## src/hdl/key_matrix_hid_report_builder_core_macros.svh

```systemverilog
// Assertion macros for the key matrix report builder
`ifndef KEY_MATRIX_HID_REPORT_BUILDER_CORE_MACROS_SVH
`define KEY_MATRIX_HID_REPORT_BUILDER_CORE_MACROS_SVH
`define KMHRB_ASSERT_IMP(lbl, clk, rst_n, a, c) \
  lbl: assert property (@(posedge clk) disable iff (!rst_n) (a) |-> (c)) \
    else $error("assertion failed");
`define KMHRB_ASSERT_NXT(lbl, clk, rst_n, a, c) \
  lbl: assert property (@(posedge clk) disable iff (!rst_n) (a) |=> (c)) \
    else $error("assertion failed");
`endif

```

## src/hdl/kmhrb_pkg.sv

```systemverilog
// Shared types, constants and key table for the key matrix report builder
`default_nettype none
package kmhrb_pkg;
  localparam int unsigned TableRows = 17;
  localparam int unsigned Cols = 8;
  localparam logic [14:0] FrameWrap = 15'd32767;
  localparam logic [12:0] DeltaClamp = 13'd5000;
  localparam logic [12:0] IdleReset = 13'd500;
  localparam logic [7:0] ShiftMod = 8'h40;

  typedef enum logic [1:0] {
    KindNone = 2'd0,
    KindChar = 2'd1,
    KindMod  = 2'd2,
    KindAux  = 2'd3
  } kind_e;

  typedef struct packed {
    logic [7:0] code;
    logic [7:0] modm;
    kind_e      kind;
  } entry_t;

  typedef struct packed {
    logic valid;
    entry_t ent;
  } key_evt_t;

  function automatic entry_t ch(input logic [7:0] k);
    ch = '{code: k, modm: 8'h00, kind: KindChar};
  endfunction
  function automatic entry_t sh(input logic [7:0] k);
    sh = '{code: k, modm: ShiftMod, kind: KindChar};
  endfunction
  function automatic entry_t md(input logic [7:0] k, input logic [7:0] m);
    md = '{code: k, modm: m, kind: KindMod};
  endfunction
  function automatic entry_t ax(input logic [7:0] k);
    ax = '{code: k, modm: 8'h00, kind: KindAux};
  endfunction
  function automatic entry_t nk();
    nk = '{code: 8'h00, modm: 8'h00, kind: KindNone};
  endfunction

  function automatic entry_t key_lookup(input logic [4:0] r, input logic [2:0] c);
    entry_t e;
    e = nk();
    unique case ({r, c})
      {5'd0, 3'd0}: e = ch(8'h3e); {5'd0, 3'd1}: e = ch(8'h3f);
      {5'd0, 3'd2}: e = ch(8'h40); {5'd0, 3'd3}: e = ch(8'h41);
      {5'd0, 3'd4}: e = ch(8'h42); {5'd0, 3'd5}: e = ch(8'h43);
      {5'd0, 3'd6}: e = ch(8'h44); {5'd0, 3'd7}: e = ch(8'h45);
      {5'd1, 3'd0}: e = ch(8'h21); {5'd1, 3'd1}: e = ch(8'h1e);
      {5'd1, 3'd2}: e = ch(8'h1f); {5'd1, 3'd3}: e = ch(8'h20);
      {5'd1, 3'd4}: e = ch(8'h22); {5'd1, 3'd5}: e = ch(8'h23);
      {5'd1, 3'd6}: e = ch(8'h24); {5'd1, 3'd7}: e = ch(8'h25);
      {5'd2, 3'd0}: e = sh(8'h18); {5'd2, 3'd1}: e = sh(8'h15);
      {5'd2, 3'd2}: e = sh(8'h17); {5'd2, 3'd3}: e = sh(8'h1c);
      {5'd2, 3'd4}: e = sh(8'h0c); {5'd2, 3'd5}: e = sh(8'h14);
      {5'd2, 3'd6}: e = sh(8'h1a); {5'd2, 3'd7}: e = sh(8'h08);
      {5'd3, 3'd0}: e = ch(8'h35); {5'd3, 3'd1}: e = ch(8'h39);
      {5'd3, 3'd2}: e = ch(8'h2b); {5'd3, 3'd3}: e = ch(8'h29);
      {5'd3, 3'd4}: e = ch(8'h3a); {5'd3, 3'd5}: e = ch(8'h3b);
      {5'd3, 3'd6}: e = ch(8'h3c); {5'd3, 3'd7}: e = ch(8'h3d);
      {5'd4, 3'd0}: e = ch(8'h26); {5'd4, 3'd1}: e = ch(8'h27);
      {5'd4, 3'd2}: e = ch(8'h2d); {5'd4, 3'd3}: e = ch(8'h2e);
      {5'd4, 3'd4}: e = ax(8'd7);  {5'd4, 3'd5}: e = ax(8'd6);
      {5'd4, 3'd6}: e = ax(8'd5);  {5'd4, 3'd7}: e = ax(8'd1);
      {5'd5, 3'd1}: e = ax(8'd2);
      {5'd5, 3'd2}: e = ch(8'h49); {5'd5, 3'd3}: e = ch(8'h4a);
      {5'd5, 3'd4}: e = ch(8'h4b); {5'd5, 3'd5}: e = ch(8'h4e);
      {5'd5, 3'd6}: e = ch(8'h4d); {5'd5, 3'd7}: e = ch(8'h4c);
      {5'd6, 3'd0}: e = sh(8'h16); {5'd6, 3'd1}: e = sh(8'h07);
      {5'd6, 3'd2}: e = ch(8'h31); {5'd6, 3'd3}: e = ax(8'd4);
      {5'd6, 3'd4}: e = ax(8'd3);  {5'd6, 3'd5}: e = sh(8'h12);
      {5'd6, 3'd6}: e = sh(8'h13); {5'd6, 3'd7}: e = sh(8'h04);
      {5'd7, 3'd0}: e = ch(8'h14); {5'd7, 3'd1}: e = ch(8'h15);
      {5'd7, 3'd2}: e = ch(8'h17); {5'd7, 3'd3}: e = sh(8'h09);
      {5'd7, 3'd4}: e = sh(8'h0a); {5'd7, 3'd5}: e = sh(8'h0b);
      {5'd7, 3'd6}: e = ch(8'h1a); {5'd7, 3'd7}: e = ch(8'h08);
      {5'd8, 3'd0}: e = ch(8'h16); {5'd8, 3'd1}: e = sh(8'h1b);
      {5'd8, 3'd2}: e = sh(8'h0e); {5'd8, 3'd3}: e = sh(8'h1d);
      {5'd8, 3'd4}: e = ch(8'h04); {5'd8, 3'd5}: e = ch(8'h07);
      {5'd8, 3'd6}: e = ch(8'h09); {5'd8, 3'd7}: e = sh(8'h0f);
      {5'd9, 3'd0}: e = ch(8'h2a); {5'd9, 3'd1}: e = ch(8'h30);
      {5'd9, 3'd2}: e = ch(8'h0c); {5'd9, 3'd3}: e = ch(8'h18);
      {5'd9, 3'd4}: e = ch(8'h1c); {5'd9, 3'd5}: e = ch(8'h12);
      {5'd9, 3'd6}: e = ch(8'h2f); {5'd9, 3'd7}: e = ch(8'h13);
      {5'd10, 3'd0}: e = ch(8'h0e); {5'd10, 3'd1}: e = ch(8'h0b);
      {5'd10, 3'd2}: e = ch(8'h34); {5'd10, 3'd3}: e = ch(8'h33);
      {5'd10, 3'd4}: e = ch(8'h0f); {5'd10, 3'd5}: e = ch(8'h28);
      {5'd10, 3'd6}: e = ch(8'h0d); {5'd10, 3'd7}: e = ch(8'h0a);
      {5'd11, 3'd0}: e = ch(8'h19); {5'd11, 3'd1}: e = ch(8'h1b);
      {5'd11, 3'd2}: e = sh(8'h05); {5'd11, 3'd3}: e = ch(8'h06);
      {5'd11, 3'd4}: e = sh(8'h19); {5'd11, 3'd5}: e = ch(8'h1d);
      {5'd11, 3'd6}: e = sh(8'h06); {5'd11, 3'd7}: e = sh(8'h11);
      {5'd12, 3'd0}: e = md(8'he6, 8'h40); {5'd12, 3'd1}: e = md(8'he3, 8'h08);
      {5'd12, 3'd2}: e = md(8'he1, 8'h02); {5'd12, 3'd3}: e = md(8'he2, 8'h04);
      {5'd12, 3'd4}: e = sh(8'h0d);        {5'd12, 3'd5}: e = md(8'he7, 8'h80);
      {5'd12, 3'd6}: e = ch(8'h2c);        {5'd12, 3'd7}: e = md(8'he0, 8'h01);
      {5'd13, 3'd0}: e = ch(8'h38); {5'd13, 3'd1}: e = ch(8'h37);
      {5'd13, 3'd2}: e = ch(8'h36); {5'd13, 3'd3}: e = ch(8'h10);
      {5'd13, 3'd4}: e = ch(8'h11); {5'd13, 3'd5}: e = ch(8'h05);
      {5'd13, 3'd7}: e = md(8'he5, 8'h20);
      {5'd14, 3'd0}: e = ch(8'h5a); {5'd14, 3'd1}: e = ch(8'h5d);
      {5'd14, 3'd2}: e = ch(8'h60); {5'd14, 3'd3}: e = ch(8'h54);
      {5'd14, 3'd4}: e = ch(8'h53); {5'd14, 3'd5}: e = ch(8'h5f);
      {5'd14, 3'd6}: e = ch(8'h5c); {5'd14, 3'd7}: e = ch(8'h59);
      {5'd15, 3'd0}: e = ch(8'h56); {5'd15, 3'd1}: e = ch(8'h57);
      {5'd15, 3'd2}: e = ch(8'h58); {5'd15, 3'd3}: e = ch(8'h63);
      {5'd15, 3'd4}: e = ch(8'h5b); {5'd15, 3'd5}: e = ch(8'h5e);
      {5'd15, 3'd6}: e = ch(8'h61); {5'd15, 3'd7}: e = ch(8'h55);
      {5'd16, 3'd0}: e = ch(8'h52); {5'd16, 3'd1}: e = ch(8'h50);
      {5'd16, 3'd2}: e = ch(8'h51); {5'd16, 3'd3}: e = ch(8'h4f);
      {5'd16, 3'd4}: e = md(8'he4, 8'h10); {5'd16, 3'd5}: e = ch(8'h62);
      {5'd16, 3'd6}: e = ch(8'h65);
      default: e = nk();
    endcase
    key_lookup = e;
  endfunction
endpackage
`default_nettype wire

```

## src/hdl/kmhrb_col_scan.sv

```systemverilog
// Column serialiser: shifts a row sample out one column bit per cycle
`default_nettype none
module kmhrb_col_scan (
  input  wire logic                clk_i,
  input  wire logic                rst_ni,
  input  wire logic                start_i,
  input  wire logic [4:0]          row_i,
  input  wire logic [7:0]          columns_i,
  output logic                     busy_o,
  output kmhrb_pkg::key_evt_t      evt_o
);
  logic [7:0] col_q, col_d;
  logic [2:0] idx_q, idx_d;
  logic [4:0] row_q, row_d;
  logic       busy_q, busy_d;

  always_comb begin
    col_d = col_q; idx_d = idx_q; row_d = row_q; busy_d = busy_q;
    if (start_i) begin
      col_d = columns_i; idx_d = '0; row_d = row_i; busy_d = 1'b1;
    end else if (busy_q) begin
      col_d = {1'b0, col_q[7:1]};
      idx_d = idx_q + 3'd1;
      if (idx_q == 3'd7) busy_d = 1'b0;
    end
  end

  always_ff @(posedge clk_i or negedge rst_ni) begin
    if (!rst_ni) begin
      busy_q <= 1'b0; idx_q <= '0;
    end else begin
      busy_q <= busy_d; idx_q <= idx_d;
    end
  end

  always_ff @(posedge clk_i) begin
    col_q <= col_d; row_q <= row_d;
  end

  assign busy_o = busy_q;
  assign evt_o.valid = busy_q & col_q[0];
  assign evt_o.ent = kmhrb_pkg::key_lookup(row_q, idx_q);
endmodule
`default_nettype wire

```

## src/hdl/kmhrb_collect.sv

```systemverilog
// Scan collector: press slots, key bytes, modifier byte and auxiliary bytes
`default_nettype none
module kmhrb_collect #(
  parameter int unsigned PRESS_LIMIT = 8,
  parameter int unsigned REPORT_KEYS = 6,
  parameter int unsigned AUX_KEYS    = 4
) (
  input  wire logic            clk_i,
  input  wire logic            rst_ni,
  input  kmhrb_pkg::key_evt_t  evt_i,
  input  wire logic            clear_i,
  output logic [7:0]           mod_o,
  output logic [47:0]          keys_o,
  output logic [31:0]          aux_o
);
  localparam int unsigned AuxN = (AUX_KEYS < 4) ? AUX_KEYS : 4;
  logic [4:0]  press_q;
  logic [2:0]  ccnt_q;
  logic [2:0]  acnt_q;
  logic [7:0]  mod_q;
  logic [47:0] keys_q;
  logic [31:0] aux_q;

  always_ff @(posedge clk_i or negedge rst_ni) begin
    if (!rst_ni) begin
      press_q <= '0; ccnt_q <= '0; acnt_q <= '0;
      mod_q <= '0; keys_q <= '0; aux_q <= '0;
    end else if (clear_i) begin
      press_q <= '0; ccnt_q <= '0; acnt_q <= '0;
      mod_q <= '0; keys_q <= '0; aux_q <= '0;
    end else if (evt_i.valid && press_q < 5'(PRESS_LIMIT)) begin
      press_q <= press_q + 5'd1;
      case (evt_i.ent.kind)
        kmhrb_pkg::KindChar: begin
          if (ccnt_q < 3'(REPORT_KEYS)) begin
            keys_q[ccnt_q*8 +: 8] <= evt_i.ent.code;
            mod_q  <= mod_q | evt_i.ent.modm;
            ccnt_q <= ccnt_q + 3'd1;
          end
        end
        kmhrb_pkg::KindMod: mod_q <= mod_q | evt_i.ent.modm;
        kmhrb_pkg::KindAux: begin
          if (acnt_q < 3'(AuxN)) begin
            aux_q[acnt_q[1:0]*8 +: 8] <= evt_i.ent.code;
            acnt_q <= acnt_q + 3'd1;
          end
        end
        default: ;
      endcase
    end
  end

  assign mod_o = mod_q;
  assign keys_o = keys_q;
  assign aux_o = aux_q;
endmodule
`default_nettype wire

```

## src/hdl/key_matrix_hid_report_builder_core.sv

```systemverilog
// Top level of the key matrix report builder
// A row sample holds the input while the column serialiser is started, walks
// the column bits one per cycle through the key table and the collector, and
// returns to idle. A row outside the table is dropped without a scan. An
// end-of-scan word passes through the frame delta stage, then compare and
// send. Its result word is registered and held in an output register until
// taken. While that register is full, the next end-of-scan word waits in the
// send stage.
`default_nettype none
module key_matrix_hid_report_builder_core #(
  parameter int unsigned ROWS        = 17,
  parameter int unsigned PRESS_LIMIT = 8,
  parameter int unsigned REPORT_KEYS = 6,
  parameter int unsigned AUX_KEYS    = 4
) (
  input  wire logic        clk_i,
  input  wire logic        rst_ni,
  input  wire logic        in_valid_i,
  output logic             in_ready_o,
  input  wire logic        opcode_i,
  input  wire logic [4:0]  row_i,
  input  wire logic [7:0]  columns_i,
  input  wire logic [14:0] frame_count_i,
  input  wire logic        key_port_busy_i,
  input  wire logic        aux_port_busy_i,
  output logic             out_valid_o,
  input  wire logic        out_ready_i,
  output logic             key_send_o,
  output logic [7:0]       modifier_byte_o,
  output logic [47:0]      key_bytes_o,
  output logic             aux_send_o,
  output logic [31:0]      aux_bytes_o,
  input  wire logic        psel,
  input  wire logic        penable,
  input  wire logic        pwrite,
  input  wire logic        paddr,
  input  wire logic [31:0] pwdata,
  output logic [31:0]      prdata,
  output logic             pready
);
  `include "key_matrix_hid_report_builder_core_macros.svh"

  typedef enum logic [1:0] {StIdle, StRow, StDelta, StSend} state_e;

  state_e      state_q;
  logic [12:0] idle_q;
  logic [55:0] last_key_q;
  logic [31:0] last_aux_q;
  logic [16:0] lsf_q;
  logic [16:0] delta_q;
  logic [14:0] now_q;
  logic        kbusy_q, abusy_q;
  logic        ov_q;
  logic        ks_q, as_q;
  logic [7:0]  mb_q;
  logic [47:0] kb_q;
  logic [31:0] ab_q;

  logic                  scan_start, scan_busy, clear;
  kmhrb_pkg::key_evt_t   evt;
  logic [7:0]            mod;
  logic [47:0]           keys;
  logic [31:0]           aux;
  logic                  acc;
  logic                  load;

  assign in_ready_o = (state_q == StIdle);
  assign acc = in_valid_i && in_ready_o;
  assign scan_start = acc && !opcode_i && ({1'b0, row_i} < 6'(ROWS))
                      && (row_i < 5'(kmhrb_pkg::TableRows));
  assign load = (state_q == StSend) && (!ov_q || out_ready_i);
  assign clear = load;

  kmhrb_col_scan u_scan (
    .clk_i, .rst_ni, .start_i(scan_start), .row_i, .columns_i,
    .busy_o(scan_busy), .evt_o(evt)
  );

  kmhrb_collect #(
    .PRESS_LIMIT(PRESS_LIMIT), .REPORT_KEYS(REPORT_KEYS), .AUX_KEYS(AUX_KEYS)
  ) u_coll (
    .clk_i, .rst_ni, .evt_i(evt), .clear_i(clear),
    .mod_o(mod), .keys_o(keys), .aux_o(aux)
  );

  logic [16:0] d_raw;
  logic [55:0] key_rep;
  logic        k_send;
  always_comb begin
    d_raw = {2'b0, frame_count_i} - lsf_q;
    if (d_raw[16]) d_raw = {2'b0, kmhrb_pkg::FrameWrap} - lsf_q + {2'b0, frame_count_i};
    key_rep = {keys, mod};
    k_send = !kbusy_q && ((key_rep != last_key_q) ||
             ((idle_q != '0) && !delta_q[16] && (delta_q >= {4'b0, idle_q})));
  end

  always_ff @(posedge clk_i or negedge rst_ni) begin
    if (!rst_ni) begin
      state_q <= StIdle; idle_q <= kmhrb_pkg::IdleReset;
      last_key_q <= '0; last_aux_q <= '0; lsf_q <= '0; ov_q <= 1'b0;
      ks_q <= 1'b0; as_q <= 1'b0; mb_q <= '0; kb_q <= '0; ab_q <= '0;
      delta_q <= '0; now_q <= '0; kbusy_q <= 1'b0; abusy_q <= 1'b0;
    end else begin
      if (psel && penable && pwrite && !paddr) idle_q <= pwdata[12:0];
      if (load) ov_q <= 1'b1;
      else if (ov_q && out_ready_i) ov_q <= 1'b0;
      unique case (state_q)
        StIdle: begin
          if (scan_start) state_q <= StRow;
          else if (acc && opcode_i) begin
            state_q <= StDelta;
            delta_q <= d_raw;
            now_q <= frame_count_i;
            kbusy_q <= key_port_busy_i; abusy_q <= aux_port_busy_i;
            if (!d_raw[16] && d_raw > {4'b0, kmhrb_pkg::DeltaClamp})
              lsf_q <= {2'b0, frame_count_i} - {4'b0, kmhrb_pkg::DeltaClamp};
          end
        end
        StRow: if (!scan_busy) state_q <= StIdle;
        StDelta: state_q <= StSend;
        StSend: begin
          if (load) begin
            state_q <= StIdle;
            ks_q <= k_send;
            mb_q <= k_send ? mod : 8'h00;
            kb_q <= k_send ? keys : 48'h0;
            if (k_send) begin
              last_key_q <= key_rep; lsf_q <= {2'b0, now_q};
            end
            as_q <= !abusy_q && (aux != last_aux_q);
            ab_q <= (!abusy_q && (aux != last_aux_q)) ? aux : 32'h0;
            if (!abusy_q) last_aux_q <= aux;
          end
        end
        default: state_q <= StIdle;
      endcase
    end
  end

  assign out_valid_o = ov_q;
  assign key_send_o = ks_q;
  assign modifier_byte_o = mb_q;
  assign key_bytes_o = kb_q;
  assign aux_send_o = as_q;
  assign aux_bytes_o = ab_q;
  assign prdata = paddr ? 32'h0 : {19'b0, idle_q};
  assign pready = 1'b1;

  `KMHRB_ASSERT_IMP(a_ready_idle, clk_i, rst_ni, in_ready_o, state_q == StIdle)
  `KMHRB_ASSERT_NXT(a_send_out, clk_i, rst_ni, state_q == StSend, out_valid_o)
  `KMHRB_ASSERT_NXT(a_out_hold, clk_i, rst_ni, out_valid_o && !out_ready_i, out_valid_o)
endmodule
`default_nettype wire
```

## config.mk

```make
export PLATFORM = sky130hd
export DESIGN_NAME = key_matrix_hid_report_builder_core
export DESIGN_NICKNAME = d
export VERILOG_FILES = /design/src/hdl/kmhrb_pkg.sv /design/src/hdl/kmhrb_col_scan.sv /design/src/hdl/kmhrb_collect.sv /design/src/hdl/key_matrix_hid_report_builder_core.sv
export VERILOG_INCLUDE_DIRS = /design/src /design/src/hdl
export SDC_FILE = /design/constraint.sdc
export NUM_CORES = 1
export LEC_CHECK = 0
export ABC_AREA = 1
export BUFFER_PORTS_ARGS = -buffer_cell sky130_fd_sc_hd__buf_4
export CORE_MARGIN = 2
export CORE_UTILIZATION = 60
export DETAILED_ROUTE_END_ITERATION = 16
export PLACE_DENSITY = 0.77
export SLEW_MARGIN = 15
export SYNTH_ARGS = -nofsm -noshare
export SYNTH_HDL_FRONTEND = slang
export SYNTH_HIERARCHICAL = 1
export SYNTH_MEMORY_MAX_BITS = 65536
export SYNTH_SLANG_ARGS = --single-unit
```

## constraint.sdc

```tcl
create_clock -name clk_i -period 5.1 [get_ports clk_i]
set_input_delay 1.02 -clock clk_i [delete_from_list [all_inputs] [get_ports clk_i]]
set_output_delay 1.02 -clock clk_i [all_outputs]
set_load 0.01 [all_outputs]
```

# Word-level counts from Yosys, hierarchy flattened
# Memory sizes are Yosys's and may differ from the RTL's.
# Index checks and enable logic that the tools add are counted.
[op_classes] add_sub_neg=10 magnitude_cmp=7 n_eq_ne=17 n_shift=4 mux=49 n_bitwise=4 n_reduce_logical=45
[op_table] operator="$mux 48" count=5
[op_table] operator="$mux 32" count=5
[op_table] operator="$mux 17" count=6
[op_table] operator="$ne 56x56->1" count=1
[op_table] operator="$bwmux 48" count=1
[op_table] operator="$mux 8" count=6
[op_table] operator="$shift 8x34->48 const A" count=1
[op_table] operator="$shiftx 8x34->48" count=1
[op_table] operator="$neg 5->34" count=1
[op_table] operator="$neg 6->34" count=1
[op_table] operator="$pmux 17 s2" count=1
[op_table] operator="$shift 8x34->32 const A" count=1
[op_table] operator="$shiftx 8x34->32" count=1
[op_table] operator="$bwmux 32" count=1
[op_table] operator="$ne 32x32->1" count=1
[op_table] operator="$mux 3" count=10
[op_table] operator="$reduce_and 3->1" count=7
[op_table] operator="$add 17x15->17" count=1
[op_table] operator="$ge 17x13->1" count=1
[op_table] operator="$gt 17x13->1 const B" count=1
[op_table] operator="$sub 15x17->17" count=1
[op_table] operator="$sub 15x17->17 const A" count=1
[op_table] operator="$logic_and 1x1->1" count=16
[op_table] operator="$pmux 8 s2" count=1
[op_table] operator="29 further kinds" count=64
[totals] register_bits=361 mem_bits_ro=4608 output_inout_bits=125 word_cells=162 n_memories=1
[memory_table] memory="(name not given)" depth=256 word_bits=18 read_ports=1 rd_clocked_by_memory_dff=0 wr=0 line_no="kmhrb_pkg.sv:48" rtl="unique case ({r, c})"

# Logic depth before layout (Yosys ltp)
[logic_depth] depth_word=9 mapped_depth=24 depth_no_buf=22

# By module
# The synthesis kept the hierarchy.
[by_module_without_submodules] module="key_matrix_hid_report_builder_core" instances=1 cells_per_inst=1645 area_each_um2=12882.4 seq_area_each_um2=6113.4
[by_module_without_submodules] module="kmhrb_collect" instances=1 cells_per_inst=628 area_each_um2=4850.9 seq_area_each_um2=2477.4
[by_module_without_submodules] module="kmhrb_col_scan" instances=1 cells_per_inst=394 area_each_um2=2357.3 seq_area_each_um2=490.5

# Least setup slack after synthesis
# OpenSTA, ideal clock, no wires.
[synth_timing] path_type="input port to flip-flop" start="input port frame_count_i[0]" end="register lsf_q[15]" setup_time_ns=0.117 arrival_ns=3.254 t_required_ns=4.983 slack_ns=1.729 cell_stages=23 path_buffers=2 cell_sequence="inv_1 ha_1 fa_1 inv_1 nand3_1 nand2_1 nand2_1 nand2_1 nand2_2 nand3_2 buf_4 nand3_1 nand2_1 nand2_1 nor2_1 nand3_1 nand2_1 nand2_2 nand2_4 nand2_4 buf_6 nand2_1 nand2_1"
[synth_between] elab_chain_cells=6 word_cells_on_any_way=13 classes_between="add/sub: 3; order compare: 1; eq/ne: 1; mux: 5; reduce/logical: 3"
[synth_lines] item="from (decl)" line_no="key_matrix_hid_report_builder_core.sv:23" rtl="input wire logic [14:0] frame_count_i,"
[synth_lines] item="$sub 15x17->17 / $add 17x15->17 (equally long branches)" line_no="key_matrix_hid_report_builder_core.sv:90, key_matrix_hid_report_builder_core.sv:91"
[synth_lines] item="$mux 17" line_no="key_matrix_hid_report_builder_core.sv:91" rtl="if (d_raw[16]) d_raw = {2'b0, kmhrb_pkg::FrameWrap} - lsf_q + {2'b0, frame_count_i};"
[synth_lines] item="$gt 17x13->1 / $logic_not 1->1 (equally long branches)" line_no="key_matrix_hid_report_builder_core.sv:115" rtl="if (!d_raw[16] && d_raw > {4'b0, kmhrb_pkg::DeltaClamp})"
[synth_lines] item="$logic_and 1x1->1" line_no="key_matrix_hid_report_builder_core.sv:115"
[synth_lines] item="$ne 2x1->1 (no line)"
[synth_lines] item="$reduce_and 6->1 (no line)"
[synth_lines] item="to (signal assigned)" line_no="key_matrix_hid_report_builder_core.sv:116" rtl="lsf_q <= {2'b0, frame_count_i} - {4'b0, kmhrb_pkg::DeltaClamp};"
[synth_lines] item="to (signal assigned)" line_no="key_matrix_hid_report_builder_core.sv:128" rtl="last_key_q <= key_rep; lsf_q <= {2'b0, now_q};"
[synth_lines] item="to (decl)" line_no="key_matrix_hid_report_builder_core.sv:49" rtl="logic [16:0] lsf_q;"
# Several ways; a longest one is shown, not always the timed one. The select of a mux whose other input is x is not followed.
# A chain may end at the register's enable or synchronous reset.

==> results.cfg <==
[outcome]
status = finished, final reports clean

[layout]
stdcell_area_um2 = 22830
antenna_cells = 0
drive_gt1_share_pct = 11.66
fin_nets = 2926
synthToLayoutAreaGrowth_pct = 13.64
finish.utilization_pct = 68.60

[drt]
drtPass1Iterations = 7
wl_per_cell_um = 16.57
final_antenna_net_count = 0
drt_iter0_markers = 1493
routed_wl_um = 54200
via_per_inst = 5.504
drcViolationCount = 0
vias = 18000

[global_route]
grtUsageMet3_pct = 5.629
gr-total-overflow = 0
grt_max_degree = 125
antenna_found_initial = 0
grt_pass1_wl_um = 89080
grt_pass1_vias = 17440
grt_usage_pct = 31.29
grt.busiest_layer = met2
use_met1_pct = 42.03
met2_usage_pct = 51.62

[synthesis]
synth_most_common_cell = nand2_1
synth_area_um2 = 20090
ys_ff_latch = 360
ys.flop_type = dfrtp_1
synthCells = 2667
yosysTopAreaCell = dfrtp_1
synth_edf_count = 13
synth_common_cells = nand2_1 (1028), dfrtp_1 (341), inv_1 (239), nor2_1 (196), nand3_1 (195)
synthArstFlopShare_pct = 96.39
yosys.area.top_type_share_pct = 42.47
synth_cell_type_count = 60
synth_area_per_cell_um2 = 7.533
synthTopCellsByArea = dfrtp_1 (42%), nand2_1 (19%), nand3_1 (4.9%), inv_1 (4.5%), ha_1 (3.7%)
yosysWarningCount = 6
seq_area_frac_synth_pct = 45.20

[place]
post_dp_cell_area_um2 = 21490
hpwl_um = 38780
gp_congestion = 0.9886
io_buffers = 156

[critical_path]
path_max_fanout = 42
rr_worst_depth = 13
cp.required_ps = 5520
cp-end-kind = register
path_class = reg2reg
arrival_ps = 4390
startpoint_type = register

[sta]
period_minus_slack_ps = 3969
slew_headroom_pct = 33.67
hold_viol_final = 0
tns_ps = 0
rsz0062_at_grt = false
worstMarginPinSlew_ps = 995.0
slew_viol_final = 0
fin_crit_sh_pct = 77.82
max_freq_mhz = 252.0
setup_viol = 0
finClkSkew_ps = 18.85

[clock_tree]
cts_sinks = 360
cts_setup_buffers = 0
hold_buffers = 0
cts_root_buf = clkbuf_16
cts_tree = built
ctsResizeCount = 0
clock_path_buffers = 3
cts.clk_slew.worst_paths_ps = 60
insertion_delay_ps = 550
cts_max_level = 2
cts_buffers = 38

[power]
peakVddDrop_uv = 371.0
p_leak_nw = 12.24
powerDensity_nw_per_um2 = 548.8
total_power_mw = 12.53

[die]
dieArea_um2 = 34960
core-area_um2 = 33280
fp.dieH_um = 187.0
fp-row-count = 67
die_w_um = 187.0
start_util_pct = 60.37
io_pins = 196

[job]
maxCapViolCount = 0

[min_path]
holdCritPathClass = reg2reg
min_path_cells = 2
layout make-up:
| type | instances | area [µm²] |
|---|---|---|
| clock inverters | 16 | 257.7 |
| multi-input cells | 1968 | 9564 |
| repair buffers | 176 | 1354 |
| fillers | 2749 | 10450 |
| well taps | 448 | 560.5 |
| clock buffers | 53 | 1079 |
| inverters | 249 | 934.6 |
| flip-flops and latches | 360 | 9081 |
worst max-delay path: stages, from the launching register on:
cell and delay, ps:
dfrtp_1 660, inv_1 390, ha_1 370, nand2_1 330
o22ai_2 270, a31o_2 310, inv_1 70, nand2_1 60
nand2_1 80, nand3_1 230, inv_2 600, nand2_2 250
nand2_1 130, nand2_1 70
path summary, 6_finish.rpt:
kind                       slack, ps                 to            start
setup / recovery                1130  u_coll/keys_o[46]  u_scan/idx_q[1]
hold / removal                   470           lsf_q[3]         lsf_q[3]
setup reg to reg                1130  u_coll/keys_o[46]  u_scan/idx_q[1]
hold reg to reg                  470           lsf_q[3]         lsf_q[3]
max in group asynchronous       3500          idle_q[2]           rst_ni
min in group asynchronous        520    aux_bytes_o[15]           rst_ni
layer usage:
metal	routed length (µm)	vias up
li1	-	8692
met1	23110	8559
met2	25630	642
met3	3825	104
met4	1624	0
met5	0	-
power breakdown:
part           total, mW  switching (mW)  internal, mW
Clock               2.94            1.15          1.79
Sequential          4.08           0.531          3.55
Combinational       5.50            3.74          1.76
Total               12.5            5.42          7.10
state kept, by name, summed over array words and instances, names as in the netlist, 2 cells and up:
name,count
last_key_q,56
key_bytes_o,48
u_coll/keys_o,48
aux_bytes_o,32
last_aux_q,32
u_coll/aux_o,32
delta_q,17
lsf_q,16
now_q,15
idle_q,13
modifier_byte_o,8
u_coll/mod_o,8
u_scan/col_q,8
u_coll/press_q,5
u_scan/row_q,5
u_coll/acnt_q,3
u_coll/ccnt_q,3
u_scan/idx_q,3
state_q,2
kinds of logic after synthesis:
kind of cell	share of synthesized area, %
AO/OA/AOI/OAI	6.533
XOR/XNOR	3.226
other	0.03738
buffers and inverters	7.698
flip-flops	45.20
adder cells (fa/ha/maj)	3.936
multiplexers	1.065
AND/OR/NAND/NOR	32.30
stage by stage:
| stage | instances | worst slack (ps) | hold slack (ps) |
|---|---|---|---|
| 2_1_floorplan | 2685 | 1729 | 441.9 |
| 3_3_place_gp | 3201 | 1117 | 453.8 |
| 3_5_place_dp | 3201 | 1037 | 459.6 |
| 4_1_cts | 3270 | 1227 | 473.8 |
| 5_1_grt | 3270 | 848.7 | 492.1 |
| 6_report | 3270 | 1131 | 474.8 |
layout by cell type (no fill, tap or decap), types with 7 or more instances in the layout:
cell / synthesis / routed
edfxtp_1: 13 / 13
nor2_2: 6 / 7
clkbuf_16: 0 / 39
nor2_1: 196 / 193
nand2_2: 13 / 13
ha_1: 60 / 60
or2_2: 15 / 15
xnor2_1: 55 / 55
inv_1: 239 / 238
nand3_1: 195 / 194
o21ai_0: 130 / 130
conb_1: 2 / 20
mux2_2: 19 / 19
xor2_1: 19 / 19
inv_2: 8 / 9
nand4_1: 54 / 54
a21oi_1: 47 / 47
nor4_1: 10 / 10
dfrtp_1: 341 / 341
nor3_1: 29 / 28
o21ai_1: 7 / 7
nand2_1: 1028 / 1028
buf_4: 28 / 173
clkbuf_1: 41 / 9
(Power assumes the default switching activity.)
